$ cat src/sv/mbet_queue.sv
// Small register queue that decouples the front end from the iteration engine.
// Depends on mbet_pkg only through the depth the top level passes in.
`timescale 1ns / 1ps
`default_nettype none

module mbet_queue #(
  parameter int WIDTH = 65,
  parameter int DEPTH = 2
) (
  input  logic             clk,
  input  logic             rst,
  input  logic             in_valid,
  output logic             in_ready,
  input  logic [WIDTH-1:0] in_data,
  output logic             out_valid,
  input  logic             out_ready,
  output logic [WIDTH-1:0] out_data
);

  localparam int PTRW = (DEPTH > 1) ? $clog2(DEPTH) : 1;
  localparam int CNTW = $clog2(DEPTH + 1);

  logic [WIDTH-1:0] slots [DEPTH];
  logic [PTRW-1:0]  wr_ptr;
  logic [PTRW-1:0]  rd_ptr;
  logic [CNTW-1:0]  fill;

  logic push;
  logic pop;

  assign in_ready  = fill != CNTW'(DEPTH);
  assign out_valid = fill != '0;
  assign out_data  = slots[rd_ptr];
  assign push      = in_valid && in_ready;
  assign pop       = out_valid && out_ready;

  always_ff @(posedge clk) begin
    if (rst) begin
      wr_ptr <= '0;
      rd_ptr <= '0;
      fill   <= '0;
    end else begin
      if (push) begin
        wr_ptr <= (wr_ptr == PTRW'(DEPTH - 1)) ? '0 : wr_ptr + 1'b1;
      end
      if (pop) begin
        rd_ptr <= (rd_ptr == PTRW'(DEPTH - 1)) ? '0 : rd_ptr + 1'b1;
      end
      if (push && !pop) begin
        fill <= fill + 1'b1;
      end else if (pop && !push) begin
        fill <= fill - 1'b1;
      end
    end
  end

  always_ff @(posedge clk) begin
    if (push) begin
      slots[wr_ptr] <= in_data;
    end
  end

endmodule

`default_nettype wire

$ cat config.mk
export PLATFORM = sky130hd
export DESIGN_NAME = mbet_queue
export DESIGN_NICKNAME = d
export VERILOG_FILES = /design/src/sv/mbet_queue.sv
export SDC_FILE = /design/constraint.sdc
export NUM_CORES = 1
export LEC_CHECK = 0
export BUFFER_PORTS_ARGS = -buffer_cell sky130_fd_sc_hd__buf_4
export CAP_MARGIN = 10
export CORE_MARGIN = 5
export CORE_UTILIZATION = 41
export DETAILED_ROUTE_END_ITERATION = 7
export GPL_TIMING_DRIVEN = 0
export PLACE_DENSITY = 0.66
export SLEW_MARGIN = 10
export SYNTH_ARGS = -nofsm -noshare
export SYNTH_HDL_FRONTEND = slang
export SYNTH_SLANG_ARGS = --single-unit
$ cat constraint.sdc
create_clock -name clk -period 4.3 [get_ports clk]
set_clock_uncertainty 0.15 [all_clocks]
set_input_delay 0.43 -clock clk [delete_from_list [all_inputs] [get_ports clk]]
set_output_delay 0.43 -clock clk [all_outputs]
set_load 0.01 [all_outputs]
==> run_results.csv <==
group,metric,value,unit
timing,setup_viol,0,
power_and_ir_drop,power.density,585,nW/um^2
clock_network,path_clk_slew,0.05,ns
timing,min_period,2.21,ns
drt,drt-initial-drc-count,129,
final_layout,n_antenna_cell,0,
global_routing,grt_pass1_wl,14000,um
clock_network,cts_tree,"done",
timing,fin_tns_setup,0,ns
drt,dr.pass1.iters,4,
timing,worst_pin_slew,0.515,ns
final_layout,drive_gt1_frac,0.593,
floorplanning,coreArea,11900,sq um
final_layout,fin_cells,540,
placement,place_inst,510,
drt,via_per_inst,4.74,
clock_network,post-cts-setup-buffers,0,
synthesis,yosys_warnings,0,
clock_network,clk_path_buf_depth,2,
clock_network,h-tree-depth,4,
critical_path,cp-end-kind,"primary output",
global_routing,grt_pass1_vias,2841,
clock_network,cts_hold_buf,0,
floorplanning,die_height,120,um
clock_network,cts_root_buffer,"clkbuf_16",
final_layout,fin_util,0.558,
run,drv_cap,0,
final_layout,finalNetCount,452,
floorplanning,rows,40,
placement,place.gp.congestion,0.681,
power_and_ir_drop,p_leak,2.49,nW
floorplanning,io_pins,136,
critical_path,critPathLaunchType,"flip-flop",
synthesis,syn_area_per_cell,21.8,sq um
timing,max_slew_margin,0.656,
timing,finalHoldViolations,0,
drt,drc,0,
global_routing,grt_util_all_layers,0.130,
floorplanning,start_util,0.414,
timing,slew_violations,0,
floorplanning,dieArea,14300,sq um
synthesis,postSynthCellCount,226,
global_routing,antenna_found_initial,0,
drt,post_drt_wl_per_cell,16.6,um
drt,vias,2559,
outcome,status,"finished clean",
critical_path,worstPathMaxFanout,10,
final_layout,final_cell_mix,"136 x buf_4, 130 x edfxtp_1, 65 x mux2_2",
critical_path,worst-r2r-setup-slack,2.37,ns
synthesis,syn-cell-area,4930,sq um
critical_path,crit_type,"reg -> out",
timing,rsz0062_at_grt,"no",
global_routing,grt_max_degree,36,
clock_network,cts_buffers,17,
global_routing,overflow,0,
final_layout,layout_commonest_cell,"buf_4",
critical_path,cp_data_required_time,3.72,ns
final_layout,areaGrowthSynthToFinish,35.0,%
clock_network,clock_latency,0.41,ns
floorplanning,die_x,120,um
hold_path,min_path_type,"in -> reg",
synthesis,ys_seq_area_frac,0.813,
synthesis,ys_seq_elements,135,
critical_path,cp.arrival,1.63,ns
timing,min_period_over_period,0.514,
power_and_ir_drop,ir_drop,320,uV
timing,fmax,452,MHz
drt,wirelength,8970,um
placement,dpl.hpwl,5910,um
clock_network,cts_resized,0,
power_and_ir_drop,total_power,3.89,mW
final_layout,n_fill_cell,959,
synthesis,yosysUniqueCellTypes,19,
drt,ant_nets,0,
synthesis,syn_nets,296,
placement,portBuffers,135,
clock_network,cts.sinks,135,
worst max-delay path, cell delays in order (launching register included):
cell     delay [ns]
dfxtp_1        0.32
buf_4          0.23
buf_6          0.19
mux2_2         0.35
buf_4          0.15
metrics by stage:
step           worst slack (ns)  instance area, sq um  hold WS (ns)
5_1_grt                    2.01                  6650        0.0323
4_1_cts                    2.04                  6650        0.0333
3_3_place_gp              0.587                  6120         0.341
3_5_place_dp               2.34                  6170         0.357
6_report                   2.09                  6650        0.0535
2_1_floorplan              1.50                  4930         0.321
routing by layer:
layer | share of wire | GRT usage | vias to the layer above
met5 | 0 | 0 | -
met1 | 0.38 | 0.133 | 1252
met2 | 0.53 | 0.224 | 85
li1 | - | - | 1207
met3 | 0.080 | 0.0617 | 15
met4 | 0.019 | 0.0623 | 0
kinds of logic (layout without fill, tap and decap cells):
| family | Yosys count | in the layout | share of synthesized area |
|---|---|---|---|
| AO/OA/AOI/OAI | 5 | 5 | 0.00609 |
| XOR/XNOR | 3 | 3 | 0.00533 |
| adder cells (fa/ha/maj) | 1 | 1 | 0.00254 |
| buffers and inverters | 8 | 175 | 0.0147 |
| flip-flops | 135 | 135 | 0.813 |
| multiplexers | 65 | 65 | 0.149 |
| AND/OR/NAND/NOR | 9 | 9 | 0.0102 |
report_power, final:
group | leakage [nW] | internal [mW] | switching (mW)
Sequential | 1.26 | 1.65 | 0.0409
Combinational | 1.00 | 0.554 | 0.475
Clock | 0.235 | 0.711 | 0.465
Total | 2.49 | 2.91 | 0.982
flip-flops by register name, indices dropped and copies added (netlist names), named ones only:
name and cells:
slots 130, rd_ptr 1, wr_ptr 1, fill 2
area by class of cell:
class / instances / area, sq um / area share
buffer: 7 / 68.8 / 0.0103
timing repair buffer: 137 / 1050 / 0.158
tap: 147 / 184 / 0.0277
inverter: 1 / 6.26 / 0.000941
sequential: 135 / 4000 / 0.602
clock buffer: 21 / 440 / 0.0662
clock inverter: 9 / 37.5 / 0.00564
multi-input combinational: 83 / 856 / 0.129
synthesized netlist by cell type:
library cell,number,area [sq um]
and3_1,1,6.26
mux2_2,65,732
buf_2,1,5.00
buf_6,5,56.3
nand3b_1,1,7.51
nand2b_1,1,6.26
dfxtp_1,5,100
nor2_1,3,11.3
buf_4,1,7.51
a21bo_2,1,10.0
o21ai_0,2,10.0
ha_1,1,12.5
inv_1,1,3.75
and2_1,1,6.26
or3_1,1,6.26
edfxtp_1,130,3900
or2_2,1,6.26
a21oi_1,2,10.0
xor2_1,3,26.3
final timing paths:
path	from	to	cells past startpoint
worst max-delay path	flip-flop	out_data[41]	4
worst min-delay path	in_data[49]	slots[0][49]	1
worst max register to register	fill[0]	slots[0][21]	4
worst min register to register	rd_ptr	flip-flop	2
Note: power is estimated with default switching activity, not from simulation.
