[src/sv/mbet_pkg.sv]
// Shared types and constants for the escape-time evaluator.
// Holds the register map, the register file layout and the iteration state codes.
// No dependencies.
`timescale 1ns / 1ps
`default_nettype none

package mbet_pkg;

  // Fixed widths of the register file and result fields.
  localparam int MAX_ITER_W  = 16;
  localparam int START_W     = 32;
  localparam int STEP_W      = 31;
  localparam int SIZE_W      = 13;
  localparam int CFG_INDEX_W = 3;
  localparam int CFG_DATA_W  = 32;
  localparam int ITER_W      = 16;
  localparam int GLYPH_W     = 2;

  // Depth of the queue between front and back.
  localparam int QUEUE_DEPTH = 2;

  // Register indexes on the configuration channel.
  typedef enum logic [CFG_INDEX_W-1:0] {
    CFG_MAX_ITER     = 3'd0,
    CFG_START_X      = 3'd1,
    CFG_START_Y      = 3'd2,
    CFG_STEP_X       = 3'd3,
    CFG_STEP_Y       = 3'd4,
    CFG_IMAGE_WIDTH  = 3'd5,
    CFG_IMAGE_HEIGHT = 3'd6
  } cfg_idx_t;

  // Register file contents.
  typedef struct packed {
    logic        [MAX_ITER_W-1:0] max_iter;
    logic signed [START_W-1:0]    start_x;
    logic signed [START_W-1:0]    start_y;
    logic        [STEP_W-1:0]     step_x;
    logic        [STEP_W-1:0]     step_y;
    logic        [SIZE_W-1:0]     image_width;
    logic        [SIZE_W-1:0]     image_height;
  } cfg_t;

  localparam cfg_t CFG_RESET = '{
    max_iter:     16'd200,
    start_x:      32'shE000_0000,
    start_y:      32'sh0800_0000,
    step_x:       31'd1342177,
    step_y:       31'd2684354,
    image_width:  13'd200,
    image_height: 13'd100
  };

  // Glyph code for a point that stays bounded.
  localparam logic [GLYPH_W-1:0] GLYPH_INSIDE = 2'd0;

  // Iteration engine states.
  typedef enum logic [1:0] {
    B_IDLE,
    B_MUL,
    B_ADD,
    B_EMIT
  } back_state_t;

endpackage

`default_nettype wire

[src/sv/mbet_pixel_if.sv]
// Pixel request channel: valid/ready handshake with a column and row index.
// Depends on nothing but its INDEX_BITS parameter.
`timescale 1ns / 1ps
`default_nettype none

interface mbet_pixel_if #(
  parameter int INDEX_BITS = 12
);
  logic                  valid;
  logic                  ready;
  logic [INDEX_BITS-1:0] pixel_col;
  logic [INDEX_BITS-1:0] pixel_row;

  modport source (output valid, output pixel_col, output pixel_row, input ready);
  modport sink   (input valid, input pixel_col, input pixel_row, output ready);
endinterface

`default_nettype wire

[src/sv/mbet_front.sv]
// Front end: takes pixel beats, flags out-of-range pixels and maps the pixel to c.
// Depends on mbet_pkg and mbet_pixel_if.
`timescale 1ns / 1ps
`default_nettype none

module mbet_front #(
  parameter int COORD_BITS = 32,
  parameter int INDEX_BITS = 12
) (
  input  logic                         clk,
  input  logic                         rst,
  input  mbet_pkg::cfg_t               regs,
  mbet_pixel_if.sink                   pixel,
  output logic                         push_valid,
  input  logic                         push_ready,
  output logic                         push_oor,
  output logic signed [COORD_BITS-1:0] push_cx,
  output logic signed [COORD_BITS-1:0] push_cy
);
  import mbet_pkg::*;

  localparam int PW   = INDEX_BITS + STEP_W;
  localparam int SUMW = (PW + 2 > COORD_BITS + 1) ? PW + 2 : COORD_BITS + 1;
  localparam int CW   = (INDEX_BITS > SIZE_W) ? INDEX_BITS : SIZE_W;

  logic          s1_valid;
  logic          s1_oor;
  logic [PW-1:0] prod_x;
  logic [PW-1:0] prod_y;

  logic                   load;
  logic                   col_oor;
  logic                   row_oor;
  logic signed [SUMW-1:0] sum_x;
  logic signed [SUMW-1:0] sum_y;

  // Clamp a wide signed value to the coordinate range.
  function automatic logic signed [COORD_BITS-1:0] sat(input logic signed [SUMW-1:0] v);
    logic [SUMW-COORD_BITS:0] top;
    top = v[SUMW-1:COORD_BITS-1];
    if (top == '0 || top == '1) begin
      return v[COORD_BITS-1:0];
    end else if (v[SUMW-1]) begin
      return {1'b1, {(COORD_BITS-1){1'b0}}};
    end else begin
      return {1'b0, {(COORD_BITS-1){1'b1}}};
    end
  endfunction

  // One stage: the stage frees up whenever its content moves into the queue.
  assign pixel.ready = !s1_valid || push_ready;
  assign load        = pixel.valid && pixel.ready;

  // Range check against the configured image size.
  assign col_oor = CW'(pixel.pixel_col) >= CW'(regs.image_width);
  assign row_oor = CW'(pixel.pixel_row) >= CW'(regs.image_height);

  always_ff @(posedge clk) begin
    if (rst) begin
      s1_valid <= 1'b0;
    end else if (pixel.ready) begin
      s1_valid <= pixel.valid;
    end
  end

  // Index times step, registered before the add.
  always_ff @(posedge clk) begin
    if (load) begin
      s1_oor <= col_oor || row_oor;
      prod_x <= PW'(pixel.pixel_col) * PW'(regs.step_x);
      prod_y <= PW'(pixel.pixel_row) * PW'(regs.step_y);
    end
  end

  // Corner plus or minus the offset, then clamp.
  always_comb begin
    sum_x = {{(SUMW-START_W){regs.start_x[START_W-1]}}, regs.start_x}
          + {{(SUMW-PW){1'b0}}, prod_x};
    sum_y = {{(SUMW-START_W){regs.start_y[START_W-1]}}, regs.start_y}
          - {{(SUMW-PW){1'b0}}, prod_y};
  end

  assign push_valid = s1_valid;
  assign push_oor   = s1_oor;
  assign push_cx    = sat(sum_x);
  assign push_cy    = sat(sum_y);

endmodule

`default_nettype wire

[src/flat_wrapper.sv]
// flat-port wrapper written by rule: the top's interface ports become plain ports
module mbet_front_flat import mbet_pkg::*;
#(
  parameter int COORD_BITS = 32,
  parameter int INDEX_BITS = 12
)
  (clk, rst, regs, push_valid, push_ready, push_oor, push_cx, push_cy, pixel_valid, pixel_pixel_col, pixel_pixel_row, pixel_ready);
  mbet_pixel_if #(.INDEX_BITS(INDEX_BITS)) pixel_i ();
  input  logic clk;
  input  logic rst;
  input  mbet_pkg::cfg_t regs;
  output logic push_valid;
  input  logic push_ready;
  output logic push_oor;
  output logic signed [COORD_BITS-1:0] push_cx;
  output logic signed [COORD_BITS-1:0] push_cy;
  input wire logic [$bits(pixel_i.valid)-1:0] pixel_valid;
  input wire logic [$bits(pixel_i.pixel_col)-1:0] pixel_pixel_col;
  input wire logic [$bits(pixel_i.pixel_row)-1:0] pixel_pixel_row;
  output wire logic [$bits(pixel_i.ready)-1:0] pixel_ready;
  assign pixel_i.valid = pixel_valid;
  assign pixel_i.pixel_col = pixel_pixel_col;
  assign pixel_i.pixel_row = pixel_pixel_row;
  assign pixel_ready = pixel_i.ready;
  mbet_front #(.COORD_BITS(COORD_BITS), .INDEX_BITS(INDEX_BITS)) u_core (.clk(clk), .rst(rst), .regs(regs), .pixel(pixel_i), .push_valid(push_valid), .push_ready(push_ready), .push_oor(push_oor), .push_cx(push_cx), .push_cy(push_cy));
endmodule
[config.mk]
export PLATFORM = sky130hd
export DESIGN_NAME = mbet_front_flat
export DESIGN_NICKNAME = d
export VERILOG_FILES = /design/src/sv/mbet_pkg.sv /design/src/sv/mbet_pixel_if.sv /design/src/sv/mbet_front.sv /design/src/flat_wrapper.sv
export SDC_FILE = /design/constraint.sdc
export NUM_CORES = 2
export LEC_CHECK = 0
export BUFFER_PORTS_ARGS = -buffer_cell sky130_fd_sc_hd__buf_2
export CORE_AREA = 2 2 246 248
export DETAILED_ROUTE_END_ITERATION = 7
export DIE_AREA = 0 0 248 250
export HOLD_SLACK_MARGIN = 0.15
export PLACE_DENSITY = 0.73
export SYNTH_ARGS = -nofsm -noshare
export SYNTH_HDL_FRONTEND = slang
export SYNTH_SLANG_ARGS = --single-unit
[constraint.sdc]
create_clock -name clk -period 9.3 [get_ports clk]
set_input_delay 0.465 -clock clk [delete_from_list [all_inputs] [get_ports clk]]
set_output_delay 0.465 -clock clk [all_outputs]
set_load 0.005 [all_outputs]
==> impl_summary.log <==
[metrics] root buffer cell: sky130_fd_sc_hd__clkbuf_16
[metrics] vias after detailed routing: 26280
[metrics] die area: 62000 um^2
[metrics] fraction of layout instances using a drive strength above 1: 8.187%
[metrics] critical path fanouts, max: 32
[metrics] area growth from synthesis to layout: 5.662%
[metrics] final cell count without fillers: 4712
[metrics] die extent in y: 250 um
[metrics] Final Slew Violations: 0
[metrics] headroom to the max-slew limit: 28.83%
[metrics] Longest Clk Path Bufs: 2
[metrics] maximum number of pins on one net before global-route repair: 79
[metrics] Slowest-stage cell, CP: sky130_fd_sc_hd__buf_2
[metrics] Post-CTS Repair Setup Buffers: 0
[metrics] count of endpoints failing hold in the final timing report: 0
[metrics] startpoint types: input port
[metrics] post-synthesis cell count: 3840
[metrics] worst-case vdd ir drop: 0.3576 mV
[metrics] Post-synth EDFFs: 87
[metrics] average instance area after synthesis: 8.396 um^2
[metrics] max incr delay on CP: 0.60 ns
[metrics] Starting Density: 54.13%
[metrics] drt wl/cell: 17.58 um
[metrics] detailed-route wire length: 82.85 mm
[metrics] aggregate negative setup slack: 0 ns
[metrics] number of global-route vias before repair: 26790
[metrics] worst setup path class: in2reg
[metrics] max frequency: 134.3 MHz
[metrics] Floorplan Core Area: 59570 um^2
[metrics] Synth cell types: 84
[metrics] placed cell count: 4688
[metrics] global route overflow: 0
[metrics] pre-CTS WS: 1.597 ns
[metrics] gp weighted congestion: 0.9334
[metrics] critical path data arrival time: 7.55 ns
[metrics] fraction of the yosys area taken by sequential cells: 8.165%
[metrics] count of buffers inserted at the top-level ports: 246
[metrics] number of H-tree levels: 3
[metrics] Global Route Usage Sum: 27.60%
[metrics] fill count: 5408
[metrics] number of CTS-inserted buffers: 9
[metrics] clock tree sinks: 88
[metrics] placement row count: 90
[metrics] Skew-Pair Late Insertion Delay: 0.36 ns
[metrics] transition time at the pin with the least slew margin: 1.067 ns
[metrics] data required time at the worst endpoint: 9.41 ns
[metrics] Synth Net Count: 4892
[metrics] Final HPWL DP: 66.48 mm
[metrics] Mapped Area: 32240 um^2
[metrics] class of the worst hold path: in2reg
[metrics] period utilisation layout: 80.04%
[metrics] leakage power: 17.23 nW
[metrics] number of vias per cell: 5.576
[metrics] Critical Path Sink Type: register
[metrics] post-route ant nets: 0
[metrics] count of warnings emitted by yosys: 0
[metrics] power per unit of standard cell area: 404.5 nW/um^2
[metrics] clock period minus worst slack: 7.443 ns
[metrics] setup slack on the worst flop-to-flop path: 7.35 ns
[metrics] final setup margin: 1.857 ns
[metrics] worst hold-check slack: 0.2595 ns
[metrics] count of endpoints failing setup in the final report: 0
[metrics] Die Span X: 248 um
[metrics] Max Clock Skew: 0.01530 ns
[metrics] status: finished, final reports clean
[metrics] proportion of register bits with asynchronous set or reset after synthesis: 0%
[metrics] first-pass GRT wire length: 136.9 mm
[metrics] number of buffers inserted by hold repair at cts: 0
[metrics] power after layout: 0.01378 W
[metrics] detailed-router iteration count before antenna repair: 5
[metrics] Starting DRT DRC Count: 1871
[metrics] number of nets in the final layout: 4969
[metrics] initial antenna violation count: 10
[metrics] max-capacitance violation count: 0
[metrics] clock-pin slew reported for the worst setup and hold paths after clock tree synthesis: 0.08 ns
[metrics] critical path cell sequence: buf_2 -> nand2_1 -> fa_1 -> inv_1 -> fa_1 -> inv_1 -> fa_1 -> inv_1 -> fa_1 -> inv_1 -> fa_1 -> inv_1 -> ha_1 -> a2111oi_1 -> o21ai_1 -> a221o_1 -> a21oi_1 -> nor4_1 -> o311a_1 -> nor4bb_1 -> o31a_1 -> a211o_1 -> a221oi_1 -> xnor2_1
[metrics] setup repair after global routing missed its margin: false
[metrics] Synth Register Bits: 88
[metrics] final routed DRC violation total: 0
[metrics] PostCTS Resize Cnt: 0
[metrics] I/O pin count: 263
[metrics] CTS tree: built
[metrics] Primary FF master, synth: sky130_fd_sc_hd__edfxtp_1
[synth_stat cells (9+ instances only)]
cell type / instances / share of area (%)
sky130_fd_sc_hd__inv_1: 742 / 8.6
sky130_fd_sc_hd__nand2_1: 652 / 7.6
sky130_fd_sc_hd__fa_1: 582 / 36
sky130_fd_sc_hd__ha_1: 274 / 11
sky130_fd_sc_hd__and2_1: 234 / 4.5
sky130_fd_sc_hd__a21oi_1: 171 / 2.7
sky130_fd_sc_hd__clkbuf_1: 163 / 1.9
sky130_fd_sc_hd__nor2_1: 118 / 1.4
sky130_fd_sc_hd__xnor2_1: 95 / 2.6
sky130_fd_sc_hd__o21ai_0: 94 / 1.5
sky130_fd_sc_hd__edfxtp_1: 87 / 8.1
sky130_fd_sc_hd__a21o_1: 77 / 1.8
sky130_fd_sc_hd__xor2_1: 49 / 1.3
sky130_fd_sc_hd__nand3_1: 37 / 0.57
sky130_fd_sc_hd__nand4_1: 35 / 0.68
sky130_fd_sc_hd__nor3_1: 34 / 0.53
sky130_fd_sc_hd__a21oi_2: 33 / 0.90
sky130_fd_sc_hd__o21a_1: 29 / 0.68
sky130_fd_sc_hd__nand2b_1: 25 / 0.49
sky130_fd_sc_hd__o21bai_1: 23 / 0.54
sky130_fd_sc_hd__and3_1: 21 / 0.41
sky130_fd_sc_hd__nor2b_1: 19 / 0.37
sky130_fd_sc_hd__o211ai_1: 19 / 0.44
sky130_fd_sc_hd__o21ai_1: 16 / 0.25
sky130_fd_sc_hd__a31oi_1: 13 / 0.25
sky130_fd_sc_hd__nor4_1: 9 / 0.17
sky130_fd_sc_hd__o22ai_1: 9 / 0.17
sky130_fd_sc_hd__or3_1: 9 / 0.17
[worst max-delay path: cells and delay by family]
kind / cells / cell delay [ns]
compound gates: 8 / 2.82
fa+ha+maj: 6 / 2.77
buf+inv: 6 / 0.84
simple gates: 3 / 0.51
xor+xnor: 1 / 0.10
[final timing paths]
kind                            end  depth (start not counted)          startpoint
setup reg to reg  u_core.prod_x[18]                          3   u_core.push_valid
hold / removal    u_core.push_valid                          2                 rst
setup / recovery  u_core.prod_y[41]                         24  pixel_pixel_row[3]
hold reg to reg   u_core.push_valid                          2   u_core.push_valid
[cells by family (layout without fill, tap and decap cells)]
logic type	after synthesis	count (layout)	share of synthesized area, %
XOR/XNOR	144	144	3.912
flip-flops	88	88	8.165
buffers and inverters	925	1006	11.01
AND/OR/NAND/NOR	1248	1248	18.30
adder cells (fa/ha/maj)	856	856	46.77
other	0	9	0
AO/OA/AOI/OAI	577	577	11.78
multiplexers	2	2	0.06209
[report_power, final]
part / total (W) / switching [W] / internal (W) / leakage [nW]
clock network: 0.000396 / 0.000160 / 0.000236 / 0.149
registers: 0.00120 / 0.0000769 / 0.00113 / 0.852
logic: 0.0122 / 0.00733 / 0.00485 / 16.2
[state kept, by name, summed over array words and instances, names as in the netlist]
register / cells
u_core.prod_y: 43
u_core.prod_x: 43
u_core.push_valid: 1
u_core.push_oor: 1
[metrics by stage]
stage          cell area (um^2)  utilization, %
6_report                  34070           57.19
2_1_floorplan             32240               -
5_1_grt                   34070           57.19
3_3_place_gp              33730           56.62
4_1_cts                   34050           57.15
3_5_place_dp              33730           56.62
[per-layer routing]
layer | GRT usage (%) | vias up | wire length, um
met2 | 43.02 | 931 | 37520
li1 | - | 12230 | -
met5 | 0 | - | 11
met4 | 7.596 | 2 | 1936
met1 | 40.32 | 13000 | 37320
met3 | 3.796 | 108 | 6061
[cells in the final DEF, fill, tap and decap left out, types with 29 or more instances in the layout]
cell,Yosys,routed
sky130_fd_sc_hd__buf_2,8,246
sky130_fd_sc_hd__a21o_1,77,77
sky130_fd_sc_hd__xnor2_1,95,95
sky130_fd_sc_hd__o21ai_0,94,94
sky130_fd_sc_hd__inv_1,742,742
sky130_fd_sc_hd__fa_1,582,582
sky130_fd_sc_hd__nand4_1,35,35
sky130_fd_sc_hd__xor2_1,49,49
sky130_fd_sc_hd__nor3_1,34,34
sky130_fd_sc_hd__a21oi_2,33,34
sky130_fd_sc_hd__and2_1,234,232
sky130_fd_sc_hd__ha_1,274,274
sky130_fd_sc_hd__edfxtp_1,87,87
sky130_fd_sc_hd__nor2_1,118,118
sky130_fd_sc_hd__o21a_1,29,29
sky130_fd_sc_hd__nand3_1,37,37
sky130_fd_sc_hd__nand2_1,652,652
sky130_fd_sc_hd__a21oi_1,171,170
[cell type report]
cell class,count,area (um^2),area share (%)
clock inverter,6,92.59,0.2718
inverter,742,2785,8.175
clock buffer,9,225.2,0.6611
tap,782,978.4,2.872
timing repair buffer,249,1254,3.680
multi-input combinational,2827,26080,76.55
sequential,88,2633,7.727
antenna,9,22.52,0.06611
(Power assumes the default switching activity.)
